`src/adplc_pkg.sv`:
```
// Package for the analog point deadband and limit check block.
// Holds the codes, configuration and queue entry types shared by the modules that import it.
// No dependencies.
`default_nettype none

package adplc_pkg;

   localparam int QUEUE_DEPTH_DEFAULT = 4;

   localparam int CSR_INDEX_WIDTH = 3;
   localparam int CSR_DATA_WIDTH  = 25;

   localparam logic [CSR_INDEX_WIDTH-1:0] CSR_GAIN         = 3'd0;
   localparam logic [CSR_INDEX_WIDTH-1:0] CSR_OFFSET       = 3'd1;
   localparam logic [CSR_INDEX_WIDTH-1:0] CSR_DEADBAND_PCT = 3'd2;
   localparam logic [CSR_INDEX_WIDTH-1:0] CSR_JUMP_LIMIT   = 3'd3;
   localparam logic [CSR_INDEX_WIDTH-1:0] CSR_LOW_WARN     = 3'd4;
   localparam logic [CSR_INDEX_WIDTH-1:0] CSR_LOW_ALARM    = 3'd5;
   localparam logic [CSR_INDEX_WIDTH-1:0] CSR_HIGH_WARN    = 3'd6;
   localparam logic [CSR_INDEX_WIDTH-1:0] CSR_HIGH_ALARM   = 3'd7;

   localparam logic KIND_SAMPLE = 1'b0;
   localparam logic KIND_ERROR  = 1'b1;

   localparam logic EVENT_SAMPLE = 1'b0;
   localparam logic EVENT_ERROR  = 1'b1;

   localparam logic signed [1:0] DIR_NONE = 2'sd0;
   localparam logic signed [1:0] DIR_UP   = 2'sd1;
   localparam logic signed [1:0] DIR_DOWN = -2'sd1;

   localparam logic signed [2:0] LEVEL_LOW_ALARM  = -3'sd2;
   localparam logic signed [2:0] LEVEL_LOW_WARN   = -3'sd1;
   localparam logic signed [2:0] LEVEL_OK         = 3'sd0;
   localparam logic signed [2:0] LEVEL_HIGH_WARN  = 3'sd1;
   localparam logic signed [2:0] LEVEL_HIGH_ALARM = 3'sd2;

   localparam logic [7:0] ERROR_RESET = 8'd255;
   localparam logic [7:0] ERROR_CLEAR = 8'd0;

   localparam logic signed [15:0] GAIN_RESET  = 16'sd256;
   localparam logic signed [24:0] SCALED_MAX  = 25'sd16777215;
   localparam logic signed [24:0] SCALED_MIN  = -25'sd16777216;

   typedef struct packed {
      logic signed [15:0] gain;
      logic signed [23:0] offset;
      logic [6:0]         deadband_pct;
      logic [6:0]         jump_limit;
      logic signed [24:0] low_warn;
      logic signed [24:0] low_alarm;
      logic signed [24:0] high_warn;
      logic signed [24:0] high_alarm;
   } cfg_type;

   typedef struct packed {
      logic               event_kind;
      logic [7:0]         raw_value;
      logic signed [1:0]  jump_direction;
      logic signed [8:0]  signed_jump;
      logic [7:0]         jump_size;
      logic [7:0]         error_out;
   } mid_entry_type;

   typedef struct packed {
      logic               event_kind;
      logic signed [24:0] scaled_value;
      logic [7:0]         raw_value;
      logic signed [1:0]  jump_direction;
      logic signed [8:0]  signed_jump;
      logic [7:0]         jump_size;
      logic signed [2:0]  limit_level;
      logic [7:0]         error_out;
   } rsp_entry_type;

endpackage

`default_nettype wire

```
`src/adplc_fifo.sv`:
```
// Small synchronous queue built from registers, used between the stages.
// Standalone; carries any packed payload as a flat vector.
`default_nettype none

module adplc_fifo #(
   parameter int WIDTH = 8,
   parameter int DEPTH = 4
) (
   input  wire logic                       clock,
   input  wire logic                       reset,
   input  wire logic                       push,
   input  wire logic [WIDTH-1:0]           push_data,
   output logic                            full,
   input  wire logic                       pop,
   output logic [WIDTH-1:0]                pop_data,
   output logic                            empty,
   output logic [$clog2(DEPTH+1)-1:0]      count
);

   localparam int PW = (DEPTH > 1) ? $clog2(DEPTH) : 1;
   localparam int CW = $clog2(DEPTH + 1);

   logic [WIDTH-1:0] mem_ff [DEPTH];
   logic [PW-1:0]    rd_ptr_ff, rd_ptr_in;
   logic [PW-1:0]    wr_ptr_ff, wr_ptr_in;
   logic [CW-1:0]    count_ff, count_in;
   logic             do_push, do_pop;

   assign full     = (count_ff == CW'(DEPTH));
   assign empty    = (count_ff == '0);
   assign count    = count_ff;
   assign pop_data = mem_ff[rd_ptr_ff];
   assign do_push  = push && !full;
   assign do_pop   = pop && !empty;

   always_comb begin
      rd_ptr_in = rd_ptr_ff;
      wr_ptr_in = wr_ptr_ff;
      count_in  = count_ff;
      if (do_push) begin
         wr_ptr_in = (wr_ptr_ff == PW'(DEPTH - 1)) ? '0 : wr_ptr_ff + PW'(1);
      end
      if (do_pop) begin
         rd_ptr_in = (rd_ptr_ff == PW'(DEPTH - 1)) ? '0 : rd_ptr_ff + PW'(1);
      end
      unique case ({do_push, do_pop})
         2'b10:   count_in = count_ff + CW'(1);
         2'b01:   count_in = count_ff - CW'(1);
         default: count_in = count_ff;
      endcase
   end

   always_ff @(posedge clock) begin
      if (do_push) begin
         mem_ff[wr_ptr_ff] <= push_data;
      end
   end

   always_ff @(posedge clock) begin
      if (reset) begin
         rd_ptr_ff <= '0;
         wr_ptr_ff <= '0;
         count_ff  <= '0;
      end else begin
         rd_ptr_ff <= rd_ptr_in;
         wr_ptr_ff <= wr_ptr_in;
         count_ff  <= count_in;
      end
   end

endmodule

`default_nettype wire

```
`src/adplc_front.sv`:
```
// Front end: accepts items, applies the deadband and change filters and the jump check.
// Holds the last sample and error code state. Depends on adplc_pkg.
`default_nettype none

module adplc_front (
   input  wire logic                  clock,
   input  wire logic                  reset,
   input  wire adplc_pkg::cfg_type    cfg,
   input  wire logic                  item_valid,
   input  wire logic                  item_kind,
   input  wire logic [7:0]            item_raw,
   input  wire logic [7:0]            item_error,
   input  wire logic                  mid_full,
   output logic                       item_ready,
   output logic                       mid_push,
   output adplc_pkg::mid_entry_type   mid_entry
);

   import adplc_pkg::*;

   logic [7:0] last_raw_ff, last_raw_in;
   logic [7:0] error_code_ff, error_code_in;
   logic       accept;
   logic       is_error;
   logic       rising;
   logic [7:0] delta;
   logic [9:0] five_pct;
   logic [9:0] twice_delta;
   logic       in_deadband;
   logic       emit;
   logic       jump_on;
   logic       jump_hit;

   assign item_ready = !mid_full;
   assign accept     = item_valid && item_ready;
   assign is_error   = (item_kind == KIND_ERROR);
   assign rising     = (item_raw > last_raw_ff);
   assign delta      = rising ? (item_raw - last_raw_ff) : (last_raw_ff - item_raw);

   // The threshold floor(250 * pct / 100) exceeds delta exactly when 5 * pct >= 2 * delta + 2.
   assign five_pct    = {1'b0, cfg.deadband_pct, 2'b00} + {3'b000, cfg.deadband_pct};
   assign twice_delta = {1'b0, delta, 1'b0} + 10'd2;
   assign in_deadband = (cfg.deadband_pct != '0) && (five_pct >= twice_delta);

   assign emit = is_error ? (item_error != error_code_ff)
                          : ((item_raw != last_raw_ff) && !in_deadband);
   assign mid_push = accept && emit;

   assign jump_on  = (cfg.jump_limit != '0);
   assign jump_hit = jump_on && (delta > {1'b0, cfg.jump_limit});

   always_comb begin
      mid_entry                = '0;
      mid_entry.raw_value      = last_raw_ff;
      mid_entry.jump_direction = DIR_NONE;
      if (is_error) begin
         mid_entry.event_kind = EVENT_ERROR;
         mid_entry.error_out  = item_error;
      end else begin
         mid_entry.event_kind = EVENT_SAMPLE;
         mid_entry.raw_value  = item_raw;
         mid_entry.error_out  = ERROR_CLEAR;
         mid_entry.jump_size  = jump_on ? delta : 8'd0;
         if (jump_hit) begin
            mid_entry.jump_direction = rising ? DIR_UP : DIR_DOWN;
            mid_entry.signed_jump    = rising ? $signed({1'b0, delta})
                                              : -$signed({1'b0, delta});
         end
      end
   end

   always_comb begin
      last_raw_in   = last_raw_ff;
      error_code_in = error_code_ff;
      if (accept) begin
         if (is_error) begin
            error_code_in = item_error;
         end else if (emit) begin
            last_raw_in   = item_raw;
            error_code_in = ERROR_CLEAR;
         end
      end
   end

   always_ff @(posedge clock) begin
      if (reset) begin
         last_raw_ff   <= '0;
         error_code_ff <= ERROR_RESET;
      end else begin
         last_raw_ff   <= last_raw_in;
         error_code_ff <= error_code_in;
      end
   end

endmodule

`default_nettype wire

```
`src/adplc_back.sv`:
```
// Back end: scales samples with the gain and offset and classifies them against the limits.
// Multiply in the first stage, add and compare in the second. Depends on adplc_pkg.
`default_nettype none

module adplc_back #(
   parameter int DEPTH = adplc_pkg::QUEUE_DEPTH_DEFAULT
) (
   input  wire logic                          clock,
   input  wire logic                          reset,
   input  wire adplc_pkg::cfg_type            cfg,
   input  wire logic                          mid_empty,
   input  wire adplc_pkg::mid_entry_type      mid_entry,
   output logic                               mid_pop,
   input  wire logic [$clog2(DEPTH+1)-1:0]    out_count,
   output logic                               out_push,
   output adplc_pkg::rsp_entry_type           out_entry
);

   import adplc_pkg::*;

   localparam int CW = $clog2(DEPTH + 1);

   logic               stage_valid_ff, stage_valid_in;
   mid_entry_type      stage_entry_ff;
   logic signed [24:0] product_ff;
   logic signed [24:0] scaled;
   logic [CW:0]        pending;
   logic signed [2:0]  level;

   // An output slot is reserved for the beat held in the multiply stage.
   assign pending        = {1'b0, out_count} + {{CW{1'b0}}, stage_valid_ff};
   assign mid_pop        = !mid_empty && (pending < (CW + 1)'(DEPTH));
   assign stage_valid_in = mid_pop;
   assign out_push       = stage_valid_ff;

   // The product stays within 24 signed bits, so the sum cannot leave the 25-bit range.
   assign scaled = product_ff + {{1{cfg.offset[23]}}, cfg.offset};

   always_comb begin
      level = LEVEL_OK;
      if (scaled < cfg.low_warn) begin
         level = (scaled < cfg.low_alarm) ? LEVEL_LOW_ALARM : LEVEL_LOW_WARN;
      end else if (scaled > cfg.high_warn) begin
         level = (scaled > cfg.high_alarm) ? LEVEL_HIGH_ALARM : LEVEL_HIGH_WARN;
      end
   end

   always_comb begin
      out_entry                = '0;
      out_entry.event_kind     = stage_entry_ff.event_kind;
      out_entry.raw_value      = stage_entry_ff.raw_value;
      out_entry.error_out      = stage_entry_ff.error_out;
      out_entry.jump_direction = stage_entry_ff.jump_direction;
      out_entry.signed_jump    = stage_entry_ff.signed_jump;
      out_entry.jump_size      = stage_entry_ff.jump_size;
      if (stage_entry_ff.event_kind == EVENT_SAMPLE) begin
         out_entry.scaled_value = scaled;
         out_entry.limit_level  = level;
      end
   end

   always_ff @(posedge clock) begin
      if (mid_pop) begin
         stage_entry_ff <= mid_entry;
         product_ff     <= $signed({1'b0, mid_entry.raw_value}) * cfg.gain;
      end
   end

   always_ff @(posedge clock) begin
      if (reset) begin
         stage_valid_ff <= 1'b0;
      end else begin
         stage_valid_ff <= stage_valid_in;
      end
   end

endmodule

`default_nettype wire

```
`src/analog_point_deadband_limit_check.sv`:
```
// Analog point check: one item per cycle is accepted while the front queue is not full.
// An item that makes an event sends it through the queue, the multiply stage and the
// output queue; it then shows on the result ports and can be popped.
// The multiply stage and the output queue use a slot reservation, so the rate
// stays one beat per cycle while the consumer keeps popping.
// Synchronous active-high reset empties both queues, sets the last sample to 0,
// the error code to 255 and all configuration registers to their defaults.
`default_nettype none

module analog_point_deadband_limit_check #(
   parameter int QUEUE_DEPTH = adplc_pkg::QUEUE_DEPTH_DEFAULT
) (
   input  wire logic                                    clock,
   input  wire logic                                    reset,
   input  wire logic                                    req_push,
   output logic                                         req_full,
   input  wire logic                                    req_kind,
   input  wire logic [7:0]                              req_raw_sample,
   input  wire logic [7:0]                              req_error_in,
   output logic                                         rsp_empty,
   input  wire logic                                    rsp_pop,
   output logic                                         rsp_event_kind,
   output logic signed [24:0]                           rsp_scaled_value,
   output logic [7:0]                                   rsp_raw_value,
   output logic signed [1:0]                            rsp_jump_direction,
   output logic signed [8:0]                            rsp_signed_jump,
   output logic [7:0]                                   rsp_jump_size,
   output logic signed [2:0]                            rsp_limit_level,
   output logic [7:0]                                   rsp_error_out,
   input  wire logic                                    csr_valid,
   output logic                                         csr_ready,
   input  wire logic [adplc_pkg::CSR_INDEX_WIDTH-1:0]   csr_index,
   input  wire logic [adplc_pkg::CSR_DATA_WIDTH-1:0]    csr_data
);

   import adplc_pkg::*;

   localparam int CW = $clog2(QUEUE_DEPTH + 1);

   cfg_type        cfg_ff, cfg_in;
   logic           front_ready;
   logic           mid_push, mid_full, mid_pop, mid_empty;
   mid_entry_type  mid_push_entry, mid_pop_entry;
   logic           out_push;
   rsp_entry_type  out_push_entry, out_pop_entry;
   logic [CW-1:0]  out_count;

   assign csr_ready = 1'b1;
   assign req_full  = !front_ready;

   always_comb begin
      cfg_in = cfg_ff;
      if (csr_valid && csr_ready) begin
         unique case (csr_index)
            CSR_GAIN:         cfg_in.gain         = csr_data[15:0];
            CSR_OFFSET:       cfg_in.offset       = csr_data[23:0];
            CSR_DEADBAND_PCT: cfg_in.deadband_pct = csr_data[6:0];
            CSR_JUMP_LIMIT:   cfg_in.jump_limit   = csr_data[6:0];
            CSR_LOW_WARN:     cfg_in.low_warn     = csr_data;
            CSR_LOW_ALARM:    cfg_in.low_alarm    = csr_data;
            CSR_HIGH_WARN:    cfg_in.high_warn    = csr_data;
            CSR_HIGH_ALARM:   cfg_in.high_alarm   = csr_data;
         endcase
      end
   end

   always_ff @(posedge clock) begin
      if (reset) begin
         cfg_ff.gain         <= GAIN_RESET;
         cfg_ff.offset       <= '0;
         cfg_ff.deadband_pct <= '0;
         cfg_ff.jump_limit   <= '0;
         cfg_ff.low_warn     <= SCALED_MIN;
         cfg_ff.low_alarm    <= SCALED_MIN;
         cfg_ff.high_warn    <= SCALED_MAX;
         cfg_ff.high_alarm   <= SCALED_MAX;
      end else begin
         cfg_ff <= cfg_in;
      end
   end

   adplc_front u_front (
      .clock      (clock),
      .reset      (reset),
      .cfg        (cfg_ff),
      .item_valid (req_push),
      .item_kind  (req_kind),
      .item_raw   (req_raw_sample),
      .item_error (req_error_in),
      .mid_full   (mid_full),
      .item_ready (front_ready),
      .mid_push   (mid_push),
      .mid_entry  (mid_push_entry)
   );

   adplc_fifo #(
      .WIDTH ($bits(mid_entry_type)),
      .DEPTH (QUEUE_DEPTH)
   ) u_mid_fifo (
      .clock     (clock),
      .reset     (reset),
      .push      (mid_push),
      .push_data (mid_push_entry),
      .full      (mid_full),
      .pop       (mid_pop),
      .pop_data  (mid_pop_entry),
      .empty     (mid_empty),
      .count     ()
   );

   adplc_back #(
      .DEPTH (QUEUE_DEPTH)
   ) u_back (
      .clock     (clock),
      .reset     (reset),
      .cfg       (cfg_ff),
      .mid_empty (mid_empty),
      .mid_entry (mid_pop_entry),
      .mid_pop   (mid_pop),
      .out_count (out_count),
      .out_push  (out_push),
      .out_entry (out_push_entry)
   );

   adplc_fifo #(
      .WIDTH ($bits(rsp_entry_type)),
      .DEPTH (QUEUE_DEPTH)
   ) u_out_fifo (
      .clock     (clock),
      .reset     (reset),
      .push      (out_push),
      .push_data (out_push_entry),
      .full      (),
      .pop       (rsp_pop),
      .pop_data  (out_pop_entry),
      .empty     (rsp_empty),
      .count     (out_count)
   );

   assign rsp_event_kind     = out_pop_entry.event_kind;
   assign rsp_scaled_value   = out_pop_entry.scaled_value;
   assign rsp_raw_value      = out_pop_entry.raw_value;
   assign rsp_jump_direction = out_pop_entry.jump_direction;
   assign rsp_signed_jump    = out_pop_entry.signed_jump;
   assign rsp_jump_size      = out_pop_entry.jump_size;
   assign rsp_limit_level    = out_pop_entry.limit_level;
   assign rsp_error_out      = out_pop_entry.error_out;

endmodule

`default_nettype wire

```
`config.mk`:
```
export PLATFORM = sky130hd
export DESIGN_NAME = analog_point_deadband_limit_check
export DESIGN_NICKNAME = d
export VERILOG_FILES = /design/src/adplc_pkg.sv /design/src/adplc_fifo.sv /design/src/adplc_front.sv /design/src/adplc_back.sv /design/src/analog_point_deadband_limit_check.sv
export SDC_FILE = /design/constraint.sdc
export NUM_CORES = 1
export LEC_CHECK = 0
export ABC_CLOCK_PERIOD_IN_PS = 9840
export BUFFER_PORTS_ARGS = -buffer_cell sky130_fd_sc_hd__buf_4
export CORE_ASPECT_RATIO = 1.5
export CORE_MARGIN = 1
export CORE_UTILIZATION = 40
export CTS_CLUSTER_SIZE = 28
export DETAILED_ROUTE_END_ITERATION = 12
export PLACE_DENSITY = 0.55
export SYNTH_ARGS = -nofsm -noshare
export SYNTH_HDL_FRONTEND = slang
export SYNTH_SLANG_ARGS = --single-unit
export TNS_END_PERCENT = 100
```
`constraint.sdc`:
```
create_clock -name clock -period 9.84 [get_ports clock]
set_input_delay 0.984 -clock clock [delete_from_list [all_inputs] [get_ports clock]]
set_output_delay 0.984 -clock clock [all_outputs]
set_load 0.01 [all_outputs]
```
==> After elaboration in Yosys (flattened, before gate mapping) <==
Memory sizes are Yosys's and may differ from the RTL's. A register that Yosys moved wholly into a read port is not among the register bits.
Cells that the tools add are included.
{ "classes": {"addsub": 15, "mul": 1, "div_mod_pow": 0, "order_cmp": 8, "n_eq_ne": 19, "shift": 0, "mux": 31, "bitwise": 1, "n_reduce_logical": 33} }
{ "ops": {"columns": ["op", "count"], "rows": [
  ["25-bit greater-than comparator", 2],
  ["25-bit < comparator", 2],
  ["8-bit 2-to-1 mux", 5],
  ["27-bit 2-to-1 mux", 1],
  ["25-bit adder", 1],
  ["9-bit by 16-bit multiplier with 25-bit output", 1],
  ["25-bit 2-to-1 mux", 1],
  ["2-bit 2-to-1 mux", 10],
  ["3-bit == test (second input constant)", 6],
  ["2-bit AND reduction", 9],
  ["8-bit inequality test", 2],
  ["8-bit subtractor", 2],
  ["7-bit nonzero test", 2],
  ["2-bit == test (second input constant)", 6],
  ["3-bit case mux with 2 select lines", 2],
  ["11-bit 2-to-1 mux", 1],
  ["9-bit by 2-bit adder with 10-bit output (second input constant)", 1],
  ["9-bit by 7-bit adder with 10-bit output", 1],
  ["10-bit greater-or-equal comparator", 1],
  ["1-bit logical AND", 10],
  ["3-bit logical NOT", 3],
  ["3-bit 2-to-1 mux", 3],
  ["9-bit 2-to-1 mux", 1],
  ["8-bit negation with 9-bit output", 1],
  ["other kinds (15)", 34]
]} }
{ "totals": {"regBits": 246, "latchBits": 0, "ram_bits": 400, "mem_bits_ro": 0, "in_bits": 50, "output_inout_bits": 67, "elab_cells": 134, "n_memories": 2} }
{ "memory_table": {"columns": ["memory", "depth", "width", "rd", "rd_clocked_by_memory_dff", "write_ports", "line", "source"], "rows": [
  ["u_out_fifo.mem_ff", 4, 64, 1, 1, 1, "adplc_fifo.sv:23", "logic [WIDTH-1:0] mem_ff [DEPTH];"],
  ["u_mid_fifo.mem_ff", 4, 36, 1, 1, 1, "adplc_fifo.sv:23", null]
]} }

==> Longest topological paths before layout <==
Gate-level depths: netlist of run 1.
{ "logic_depth": {"ltp_word": 12, "ltp_mapped": 27} }

==> By module <==
Synthesis of run 1 repeated with hierarchy kept, for this count alone.
{ "hier_totals": {"hier_cells": 2627, "area_unflattened_um2": 34117.7} }
{ "modules_own_cells": {"columns": ["mod", "n_inst", "cells_per_inst", "area_per_inst_um2", "seq_area_each_um2"], "rows": [
  ["adplc_back", 1, 1111, 10186.0, 1851.8],
  ["adplc_fifo (u_out_fifo)", 1, 388, 9705.6, 7867.5],
  ["analog_point_deadband_limit_check", 1, 570, 6048.3, 3083.0],
  ["adplc_fifo (u_mid_fifo)", 1, 242, 5689.2, 4504.3],
  ["adplc_front", 1, 316, 2488.6, 320.3]
]} }

==> Worst setup path after synthesis of run 1 <==
OpenSTA, ideal clock, no wires.
{ "synth_timing": {"path_kind": "register -> register", "startpoint": "reg u_out_fifo.count_ff[1] (netlist: u_out_fifo.count[1])", "endpoint": "reg u_mid_fifo.count_ff[2] (netlist: u_mid_fifo.count[2])", "setup_ps": 70, "arrival_ps": 7380, "t_required_ps": 9770, "path_slack_ps": 2390, "stages_incl_launch_ff": 8, "synth_period_minus_slack_ps": 7450, "cell_sequence": "dfxtp_1 -> a311oi_1 -> ha_1 -> inv_1 -> fa_1 -> xor2_1 -> or3_1 -> a21oi_1"} }
{ "synth_via": {"elab_chain_len": 6} }
{ "synth_lines": {"columns": ["item", "line", "source"], "rows": [
  ["from (decl)", "adplc_fifo.sv:26", "logic [CW-1:0] count_ff, count_in;"],
  ["from (signal assigned)", "adplc_fifo.sv:67", "count_ff <= count_in;"],
  ["3-bit by 1-bit adder with 4-bit output *", "adplc_back.sv:31", "assign pending = {1'b0, out_count} + {{CW{1'b0}}, stage_valid_ff};"],
  ["4-bit by 3-bit < comparator with 1-bit output *", "adplc_back.sv:32", "assign mid_pop = !mid_empty && (pending < (CW + 1)'(DEPTH));"],
  ["1-bit logical AND *", "adplc_back.sv:32", null],
  ["via mid_pop", "analog_point_deadband_limit_check.sv:42", "logic mid_push, mid_full, mid_pop, mid_empty;"],
  ["1-bit logical AND *", "adplc_fifo.sv:34", "assign do_pop = pop && !empty;"],
  ["2-bit by 1-bit == test with 1-bit output or 2-bit == test (tied branches)", "adplc_fifo.sv:46", "unique case ({do_push, do_pop})"],
  ["3-bit case mux with 2 select lines or 2-bit nonzero test (tied branches)", null, null],
  ["to (signal assigned)", "adplc_fifo.sv:67", null],
  ["to (decl)", "adplc_fifo.sv:26", null]
]} }
Mark *: on every way through the listed nets, which the timed path passes. The rest lies on a longest branch.
A chain may end at the register's enable or synchronous reset.

==> reports/results.txt, run 1 <==
IO Count: 117
total CTS buffers: 67
Seq cells post-synth: 650
Pleak: 14.9 nW
CP startpoint kind: flop
PortBufs: 115
Final TNS setup: 0 ns
Pint: 6.34 mW
Comb pwr share: 32.4%
Hold Fails Final Rpt: 0
DIE WIDTH: 238 um
Synth Flop Type: edfxtp_1
syn_area_per_cell: 12.3 sq um
CTS root buf: clkbuf_16
antenna-violating nets left: 0
vias in the first global route: 21,700
CP max FO: 36
number of setup violations in the final report: 0
starting density of the core: 40.4%
power share of the clock group: 26.8%
GRT overflow: 0
syn_nets: 3,089
Iter 0 DRT Violations: 1,198
flop2flop setup slack: 2.97 ns
RePlAce Congestion: 0.872
final wirelength: 81,400 um
reg2reg path depth: 19
Setup CP Type: flop to flop
period utilisation layout: 69.8%
Final Critical Period: 6.87 ns
largest net degree at the start of global routing: 111
ys async rst share: 0%
# Max-Cap Violations: 0
most frequent cells in the layout: edfxtp_1, nand2_1, inv_1
RSZ-0062 raised after global routing: false
slew margin rel.: 17.5%
Post-CTS Hold Buffers: 0
Layout Utilization: 45.7%
core area: 82,600 sq um
Worst Path Required: 10.22 ns
WP data arrival: 7.25 ns
Post-Synthesis Cells: 2,712
initial antenna violation count: 0
first-pass GRT wire length: 126,000 um
Syn Std Cell Area: 33,400 sq um
register area share after synthesis: 52.8%
clock latency on the worst-skew pair: 0.64 ns
final slew viol count: 0
Diodes inserted: 0
final worst slack: 2.97 ns
min-delay worst type: flop to flop
Syn-to-layout area delta: 13.1%
Crit. End Element: flop
Peak Freq: 146 MHz
share of cells above drive strength 1: 13.3%
Pre-antenna DRT Iters: 5
EDFF count, synth: 461
drc violations: 0
outcome: completed
Final #Nets: 3,204
fin area: 37,800 sq um
switching part of the total: 33.4%
clock tree buffer depth: 3
Die ar.: 84,700 sq um
sequential power share: 40.8%
power per standard cell area: 252 nW/um^2
Tightest Pin Transition: 1.23 ns
commonest non-fill, non-tap cell in the layout: edfxtp_1
vias: 20,600
GRT Overall Usage: 19.6%
clk_skew: 0.0413 ns
smallest hold slack: 0.455 ns
worst slack, placed: 2.90 ns
clock sinks: 650
wire length per cell: 20.4 um
end of the critical path: u_back.product_ff[21]
overall die height: 356 um
Cell variety after synth: 81
Post-DP HPWL: 58,600 um
Yosys Warn Count: 0
Via-to-Cell Ratio: 5.16
post-CTS resize count: 0
Post-CTS Setup Bufs: 0
R2R Path End: u_back.product_ff[21]
Placed Area: 35,600 sq um
P_sw: 3.18 mW
Peak VDD IR: 0.000223 V
# H-tree levels: 3
CTS tree: done
Worst-path clk slew: 0.06 ns
row cnt: 129
per-layer routing:
metal  global-route usage (%)  share of wire (%)
met1                     22.6                 40
met2                     36.9                 53
met3                     2.46                3.1
met4                     7.11                3.3
met5                        0                  0
worst min-delay path by stage:
stage / from / endpoint / slack [ns] / depth (start not counted)
3_3_place_gp: cfg_ff[79] / cfg_ff[79] / 0.44 / 2
2_1_floorplan: cfg_ff[24] / cfg_ff[24] / 0.44 / 2
5_1_grt: cfg_ff[58] / cfg_ff[58] / 0.47 / 2
6_report: cfg_ff[79] / cfg_ff[79] / 0.45 / 2
3_5_place_dp: cfg_ff[79] / cfg_ff[79] / 0.45 / 2
4_1_cts: cfg_ff[79] / cfg_ff[79] / 0.46 / 2
logic make-up after synthesis:
group	synth area share (%)
compound gates	7.70
xor+xnor	2.14
fa+ha+maj	14.7
buf+inv	4.52
flops	52.8
mux	7.79
other cells	0.0112
simple gates	10.3
flip-flops by register name, indices dropped and copies added (netlist names), 2 cells and up, named ones only:
| signal | flops |
|---|---|
| u_front.error_code_ff | 8 |
| u_back.product_ff | 25 |
| u_back.out_entry | 36 |
| u_mid_fifo.count | 3 |
| u_mid_fifo.mem_ff | 144 |
| u_mid_fifo.wr_ptr_ff | 2 |
| u_out_fifo.rd_ptr_ff | 2 |
| u_out_fifo.wr_ptr_ff | 2 |
| cfg_ff | 154 |
| u_mid_fifo.rd_ptr_ff | 2 |
| u_out_fifo.count | 3 |
| u_front.last_raw_ff | 8 |
| u_out_fifo.mem_ff | 256 |
power groups by stage:
stage	sequential, mW	clock, mW	combinational, mW
after CTS	3.90	2.61	3.16
after floorplan	3.86	0	2.03
after global placement	3.92	0	3.09
final	3.89	2.55	3.08
after global routing	3.94	2.72	3.42
after detailed placement	3.95	0	3.15
cell usage after synthesis, types with 7 or more instances:
| library cell | n | area, sq um |
|---|---|---|
| edfxtp_1 | 461 | 13800 |
| nand2_1 | 331 | 1240 |
| inv_1 | 299 | 1120 |
| ha_1 | 219 | 2740 |
| dfxtp_1 | 189 | 3780 |
| a21oi_1 | 169 | 846 |
| nor2_1 | 117 | 439 |
| fa_1 | 108 | 2160 |
| mux4_2 | 100 | 2250 |
| and2_1 | 98 | 613 |
| clkbuf_1 | 74 | 278 |
| xnor2_1 | 56 | 490 |
| o21ai_0 | 50 | 250 |
| a21o_1 | 44 | 330 |
| nor2b_1 | 44 | 275 |
| a211o_1 | 30 | 263 |
| mux2i_1 | 30 | 300 |
| nand3b_1 | 26 | 195 |
| xor2_1 | 22 | 193 |
| buf_1 | 20 | 75.1 |
| nand3_1 | 20 | 100 |
| nand4_1 | 19 | 119 |
| nand2b_1 | 15 | 93.8 |
| nor3_1 | 15 | 75.1 |
| o21a_1 | 14 | 105 |
| and3_1 | 11 | 68.8 |
| a211oi_1 | 8 | 60.1 |
| a221o_1 | 8 | 80.1 |
| nor4_1 | 8 | 50.1 |
| a2111oi_0 | 7 | 61.3 |
| o211ai_1 | 7 | 52.6 |
| o21bai_1 | 7 | 52.6 |
stage by stage:
stage / power [mW] / std cells
floorplan: 5.89 / 2712
detailed placement: 7.10 / 3871
global route: 10.1 / 3993
global placement: 7.01 / 3871
CTS: 9.67 / 3993
finish: 9.52 / 3993
critical path, stage by stage (launching register included):
cell and delay [ns]:
dfxtp_2 0.32, buf_4 0.58, mux4_2 0.77, and2_1 0.25, fa_1 0.51, fa_1 0.55, inv_1 0.06, fa_1 0.53
inv_1 0.06, fa_1 0.47, ha_1 0.37, a21o_1 0.19, a21oi_1 0.23, o211a_1 0.24, o221ai_1 0.24, o41a_1 0.41
a311oi_1 0.47, o21bai_1 0.11, a21oi_1 0.19, xnor2_1 0.08
cell type report:
type | count | area [sq um]
fillers | 7518 | 44900
flip-flops and latches | 650 | 17600
multi-input cells | 1664 | 14300
clock buffers | 89 | 1800
well taps | 1113 | 1390
inverters | 299 | 1120
repair buffers | 145 | 1090
clock inverters | 33 | 409
Power figures use the tool's default switching activity.
==> run 2: changes to the inputs <==
--- a/config.mk
+++ b/config.mk
@@ -5,14 +5,15 @@
 export SDC_FILE = /design/constraint.sdc
 export NUM_CORES = 1
 export LEC_CHECK = 0
-export ABC_CLOCK_PERIOD_IN_PS = 9840
+export ABC_AREA = 1
+export ABC_CLOCK_PERIOD_IN_PS = 5850
 export BUFFER_PORTS_ARGS = -buffer_cell sky130_fd_sc_hd__buf_4
 export CORE_ASPECT_RATIO = 1.5
 export CORE_MARGIN = 1
 export CORE_UTILIZATION = 40
 export CTS_CLUSTER_SIZE = 28
 export DETAILED_ROUTE_END_ITERATION = 12
-export PLACE_DENSITY = 0.55
+export PLACE_DENSITY = 0.58
 export SYNTH_ARGS = -nofsm -noshare
 export SYNTH_HDL_FRONTEND = slang
 export SYNTH_SLANG_ARGS = --single-unit
==> constraint.sdc (replaced) <==
create_clock -name clock -period 5.85 [get_ports clock]
set_input_delay 0.585 -clock clock [delete_from_list [all_inputs] [get_ports clock]]
set_output_delay 0.585 -clock clock [all_outputs]
set_load 0.01 [all_outputs]
==> run 2 against run 1 <==
Net effect:
- setup slack got worse by 2.6 ns
- die area increased by 1.4%
- via count increased by 17%
- cell count increased by 17%
- clock power increased by 55%
- synthesized cell count increased by 26%
- fmax increased by 26%
- worst hold slack got worse by 0.21 ns
- critical endpoint is now u_back.product_ff[18]
==> reports/results.txt, run 2 <==
min-delay worst type: input port to flop
final slew viol count: 0 (unchanged)
synth top area cells: edfxtp_1, dfxtp_1, ha_1
slew margin rel.: 27.2% (+9.7 points)
GRT overflow: 0 (unchanged)
Worst Path Required: 6.21 ns (-4.01 ns)
Diodes inserted: 0 (unchanged)
RSZ-0062 raised after global routing: false
drc violations: 0 (unchanged)
Synth Flop Type: edfxtp_1
leading area contributor after synthesis: edfxtp_1
Peak VDD IR: 0.000255 V (+15%)
Pre-antenna DRT Iters: 5 (unchanged)
GRT Overall Usage: 20.0% (+0.40 points)
wire length per cell: 18.3 um (-10%)
Yosys Warn Count: 0 (unchanged)
Filler Cell Count: 7,881 (+4.8%)
CTS root buf: clkbuf_16
Seq cells post-synth: 650 (unchanged)
clock sinks: 650 (unchanged)
overall die height: 358 um (+0.68%)
syn_nets: 3,801 (+23%)
Placed Area: 36,100 sq um (+1.4%)
vias in the first global route: 23,500 (+8.5%)
Synth Area in Compound Gates: 12.6% (+4.9 points)
Tightest Pin Transition: 1.09 ns (-0.146 ns)
top-count cell post-synth: edfxtp_1
CP max FO: 18 (-50%)
Synth Area in Simple Gates: 12.7% (+2.3 points)
# H-tree levels: 2 (-1)
Die ar.: 85,800 sq um (+1.4%)
share of cells above drive strength 1: 9.15% (-4.2 points)
Pleak: 15.8 nW (+6.0%)
Post-Synth Adder-Cell Area: 14.5% (-0.23 points)
Layout Utilization: 45.5% (-0.19 points)
DIE WIDTH: 240 um (+0.69%)
Post-Synthesis Cells: 3,424 (+26%)
xor and xnor area share after synthesis: 1.68% (-0.46 points)
final wirelength: 85,600 um (+5.2%)
WP data arrival: 5.82 ns (-1.43 ns)
first-pass GRT wire length: 133,000 um (+5.5%)
Setup CP Type: flop to flop
Post-CTS Hold Buffers: 0 (unchanged)
slowest CP cell: fa_1
max reg flops: 256 (unchanged)
number of setup violations in the final report: 0 (unchanged)
register area share after synthesis: 52.1% (-0.72 points)
starting density of the core: 40.4% (about the same)
Final TNS setup: 0 ns (unchanged)
initial antenna violation count: 0 (unchanged)
Peak Freq: 183 MHz (+26%)
commonest non-fill, non-tap cell in the layout: edfxtp_1
CTS tree: done
clk_skew: 0.0445 ns (+0.00323 ns)
period utilisation layout: 93.3% (+23 points)
Most Frequent Cell on Critical Path: nand2_1
Iter 0 DRT Violations: 1,518 (+27%)
Post-DP HPWL: 60,700 um (+3.5%)
core area: 83,800 sq um (+1.4%)
Cell variety after synth: 54 (-33%)
Hold Fails Final Rpt: 0 (unchanged)
Largest regs: u_out_fifo.mem_ff: 256 flops, cfg_ff: 154 flops, u_mid_fifo.mem_ff: 144 flops
Worst-path clk slew: 0.07 ns (about the same)
Via-to-Cell Ratio: 5.15 (-0.30%)
list of most frequent post-synthesis cells: edfxtp_1, nor2_1, inv_1, o21ai_0, nand2_1
clock latency on the worst-skew pair: 0.65 ns (about the same)
row cnt: 130 (+0.78%)
clock tree buffer depth: 3 (unchanged)
largest net degree at the start of global routing: 107 (-3.6%)
Final #Nets: 3,892 (+21%)
CP startpoint kind: flop
largest family of logic cells by synthesized area: adder cells
Yosys top cell area share: 40.9% (-0.57 points)
EDFF count, synth: 461 (unchanged)
total CTS buffers: 57 (-15%)
smallest hold slack: 0.242 ns (-0.212 ns)
slowest stage delay, CP: 0.55 ns (-0.22 ns)
RePlAce Congestion: 0.906 (+3.9%)
Biggest register: u_out_fifo.mem_ff
power per standard cell area: 454 nW/um^2 (+80%)
most frequent cells in the layout: edfxtp_1, nor2_1, inv_1
antenna-violating nets left: 0 (unchanged)
Syn Std Cell Area: 33,900 sq um (+1.4%)
Final Critical Period: 5.46 ns (-1.41 ns)
PortBufs: 115 (unchanged)
outcome: completed
ys async rst share: 0% (unchanged)
Crit. End Element: flop
CP Cell Sequence: inv_2 -> nand2_1 -> nand3_1 -> nand2_1 -> inv_1 -> nand2_1 -> fa_1 -> fa_1 -> fa_1 -> fa_1 -> inv_1 -> ha_1 -> a21oi_1 -> o21ai_1 -> nand2_1 -> nand3_1 -> a21boi_0 -> o21ai_1 -> nand3_1 -> nand2_1 -> xor2_1
vias: 24,100 (+17%)
# Max-Cap Violations: 0 (unchanged)
fin area: 38,100 sq um (+0.93%)
multiplexer share of the synthesized area: 0% (-7.8 points)
syn_area_per_cell: 9.89 sq um (-20%)
IO Count: 117 (unchanged)
Syn-to-layout area delta: 12.6%
-- run 2: changes by cell type in the layout (fill, tap and decap cells not counted), moves of 61 or more --
cell,change
a21oi_1,+61
and2_1,-88
inv_1,+131
mux4_2,-100
nor2_1,+333
o21ai_0,+335
o22ai_1,+92
-- run 2: repair_timing --
item | CTS | global route
resized for setup | 0 | 3
endpoints found under the setup margin | 0 | 4
buffers inserted | 0 | 8
-- run 2: cell families (layout without fill, tap and decap cells) --
family,count (synthesis),after routing
adder cells (fa/ha/maj),327,327
flip-flops,650,650
AO/OA/AOI/OAI,789,789
buffers and inverters,574,714
XOR/XNOR,65,65
AND/OR/NAND/NOR,1018,1018
other,1,1
-- run 2: final timing paths --
path | from | slack [ns] | end | depth (start not counted)
setup reg to reg | flop | 0.39 | u_back.product_ff[18] | 21
setup / recovery | flop | 0.39 | u_back.product_ff[18] | 21
hold / removal | req_raw_sample[5] | 0.24 | u_front.last_raw_ff[5] | 3
hold reg to reg | cfg_ff[51] | 0.46 | cfg_ff[51] | 2
-- run 2: layout make-up --
| type | instances | area (sq um) | area share (%) |
|---|---|---|---|
| inverter | 444 | 1680 | 4.41 |
| timing repair buffer | 162 | 1290 | 3.39 |
| clock inverter | 45 | 532 | 1.39 |
| tap | 1122 | 1400 | 3.68 |
| multi-input combinational | 2200 | 14100 | 37.1 |
| clock buffer | 63 | 1450 | 3.80 |
| sequential | 650 | 17600 | 46.2 |
-- run 2: where the power goes --
part / internal, mW / leakage (nW) / switching, mW / total (mW)
registers: 6.21 / 5.84 / 0.409 / 6.62
clock network: 2.18 / 0.970 / 1.78 / 3.96
logic: 2.28 / 9.02 / 4.46 / 6.74
-- run 2: critical path: cells and delay by family, from the launching register on --
family | cells | cell delay [ns]
AND/OR/NAND/NOR | 8 | 0.75
AO/OA/AOI/OAI | 4 | 0.80
adder cells (fa/ha/maj) | 5 | 2.41
flip-flops | 1 | 0.42
buffers and inverters | 3 | 0.64
XOR/XNOR | 1 | 0.14
-- run 2: through the flow --
stage	setup WS, ns	power, mW	std cells
2_1_floorplan	0.527	10.8	3424
3_5_place_dp	0.394	13.4	4570
5_1_grt	0.00949	18.4	4686
3_3_place_gp	0.455	13.4	4570
4_1_cts	0.313	17.4	4678
6_report	0.393	17.3	4686
-- run 2: metal layers --
metal  wire [um]  vias up  track usage (%)  share of wire, %
met3        3020      158             1.86               3.5
met2       43000      488             35.7                50
met4        3020        0             7.49               3.5
met1       36600    11700             25.0                43
li1            -    11800                -                 -
met5           0        -                0                 0
==> run 3: changes to the inputs <==
==> constraint.sdc (replaced) <==
create_clock -name clock -period 5.85 [get_ports clock]
set_input_delay 0.585 -clock clock [delete_from_list [all_inputs] [get_ports clock]]
set_output_delay 0.585 -clock clock [all_outputs]
set_load 0.005 [all_outputs]
==> run 3 against run 2 <==
Net effect:
- worst hold slack gained 0.0045 ns
- critical path depth shrank 2
- total power shrank 1.2%
- final area shrank 0.11%
- sequential power is essentially flat
- routed wire length shrank 0.34%
- setup slack gained 0.042 ns
- global-route usage is essentially flat
- fmax grew 0.77%
- count of clock-buffer cells in the layout grew 9
- first-iteration DRC count grew 0.99%
- largest cell class unchanged
==> reports/results.txt, run 3 (synthesis gave the netlist of run 2 again) <==
Setup CP Type: flop to flop
final slew viol count: 0 (unchanged)
number of setup violations in the final report: 0 (unchanged)
CP startpoint kind: flop
Tightest Pin Transition: 1.11 ns (+0.0247 ns)
RePlAce Congestion: 0.907 (+0.12%)
Peak VDD IR: 0.000260 V (+1.8%)
starting density of the core: 40.4% (unchanged)
vias: 23,900 (-0.87%)
CP max FO: 18 (unchanged)
Die ar.: 85,800 sq um (unchanged)
period utilisation layout: 92.6% (-0.71 points)
row cnt: 130 (unchanged)
clk_skew: 0.0331 ns (-0.0114 ns)
Hold Fails Final Rpt: 0 (unchanged)
overall die height: 358 um (unchanged)
# H-tree levels: 2 (unchanged)
Final #Nets: 3,892 (unchanged)
min-delay worst type: input port to flop
Largest regs: u_out_fifo.mem_ff: 256 flops, cfg_ff: 154 flops, u_mid_fifo.mem_ff: 144 flops
Iter 0 DRT Violations: 1,533 (+0.99%)
Filler Cell Count: 7,870 (-0.14%)
Final TNS setup: 0 ns (unchanged)
CTS root buf: clkbuf_16
Crit. End Element: flop
IO Count: 117 (unchanged)
share of cells above drive strength 1: 9.03% (-0.11 points)
power per standard cell area: 449 nW/um^2 (-1.0%)
slowest CP cell: fa_1
clock sinks: 650 (unchanged)
Final Critical Period: 5.42 ns (-0.0418 ns)
GRT overflow: 0 (unchanged)
Most Frequent Cell on Critical Path: fa_1
Pleak: 15.8 nW (-0.22%)
RSZ-0062 raised after global routing: false
slowest stage delay, CP: 0.59 ns (+0.04 ns)
slew margin rel.: 25.6% (-1.7 points)
Post-CTS Hold Buffers: 0 (unchanged)
most frequent cells in the layout: edfxtp_1, nor2_1, inv_1
largest net degree at the start of global routing: 107 (unchanged)
vias in the first global route: 23,400 (-0.56%)
DIE WIDTH: 240 um (unchanged)
Syn-to-layout area delta: 12.5%
antenna-violating nets left: 0 (unchanged)
first-pass GRT wire length: 132,000 um (-0.30%)
final wirelength: 85,300 um (-0.34%)
CP Cell Sequence: inv_2 -> nand2_1 -> nand3_1 -> nand2_1 -> buf_4 -> nor2_1 -> fa_1 -> fa_1 -> inv_1 -> fa_1 -> fa_1 -> inv_1 -> ha_1 -> inv_1 -> nor3_1 -> and2_1 -> nand4_1 -> nand3_1 -> xor2_1
Final Power: 17.1 mW (-1.2%)
core area: 83,800 sq um (unchanged)
total CTS buffers: 58 (+1.8%)
WP data arrival: 5.77 ns (-0.05 ns)
max reg flops: 256 (unchanged)
GRT Overall Usage: 20.0% (about the same)
initial antenna violation count: 0 (unchanged)
Diodes inserted: 0 (unchanged)
clock latency on the worst-skew pair: 0.64 ns (about the same)
Via-to-Cell Ratio: 5.10 (-0.90%)
Peak Freq: 185 MHz (+0.77%)
Post-DP HPWL: 60,800 um (+0.15%)
wire length per cell: 18.2 um (-0.36%)
PortBufs: 115 (unchanged)
Pre-antenna DRT Iters: 5 (unchanged)
Worst-path clk slew: 0.08 ns (about the same)
# Max-Cap Violations: 0 (unchanged)
CTS tree: done
drc violations: 0 (unchanged)
clock tree buffer depth: 3 (unchanged)
commonest non-fill, non-tap cell in the layout: edfxtp_1
Worst Path Required: 6.20 ns (about the same)
Biggest register: u_out_fifo.mem_ff
outcome: completed
-- run 3: cell types whose count changed in the layout (fill, tap and decap cells not counted), moves of 2 or more --
| cell | previous run | this run |
|---|---|---|
| clkinvlp_4 | 5 | 7 |
| clkbuf_1 | 6 | 13 |
| clkinv_2 | 17 | 14 |
| clkbuf_16 | 57 | 59 |
-- run 3: area by class of cell --
cell class	count	area [sq um]	area share [%]
inverter	444	1690	4.43
timing repair buffer	161	1270	3.34
sequential	650	17600	46.3
clock inverter	38	429	1.13
clock buffer	72	1530	4.00
multi-input combinational	2200	14100	37.1
tap	1122	1400	3.69
-- run 3: final timing paths --
| path | start | endpoint | slack (ns) | cells past startpoint |
|---|---|---|---|---|
| max | flop | u_back.product_ff[24] | 0.43 | 19 |
| min reg2reg | cfg_ff[82] | cfg_ff[82] | 0.46 | 2 |
| min | req_raw_sample[5] | u_front.last_raw_ff[5] | 0.25 | 3 |
| max reg2reg | flop | u_back.product_ff[24] | 0.43 | 19 |
-- run 3: report_power, final --
part / leakage (nW) / switching (mW) / total [mW] / internal, mW
Combinational: 9.00 / 4.32 / 6.57 / 2.25
Clock: 0.950 / 1.74 / 3.93 / 2.19
Sequential: 5.84 / 0.407 / 6.62 / 6.21
Total: 15.8 / 6.47 / 17.1 / 10.6
-- run 3: timing repair --
| item | in CTS | in global routing |
|---|---|---|
| resized for setup | 0 | 5 |
| setup endpoints to repair | 0 | 4 |
| buffers inserted | 0 | 7 |
-- run 3: through the flow --
stage | hold slack [ns] | setup WS (ns) | cells | util (%) | cell area (sq um)
after floorplan | 0.435 | 0.527 | 3424 | - | 33900
after global placement | 0.448 | 0.470 | 4570 | 43.0 | 36100
after detailed placement | 0.452 | 0.321 | 4570 | 43.0 | 36100
after CTS | 0.207 | 0.255 | 4680 | 45.4 | 38000
after global routing | 0.236 | 0.0266 | 4687 | 45.5 | 38100
final | 0.247 | 0.435 | 4687 | 45.5 | 38100
-- run 3: metal layers --
| metal | part of all wire, % | GRT usage, % |
|---|---|---|
| met5 | 0 | 0 |
| met4 | 3.0 | 6.65 |
| met3 | 3.5 | 2.11 |
| met2 | 51 | 36.2 |
| met1 | 43 | 24.8 |
-- run 3: critical path: cells and delay by family, from the launching register on --
family	cells	cell delay [ns]
DFF	1	0.41
xor gates and xnor gates	1	0.07
adders and majority gates	5	2.52
and+or+nand+nor	8	1.43
buffers and inverters	5	0.70
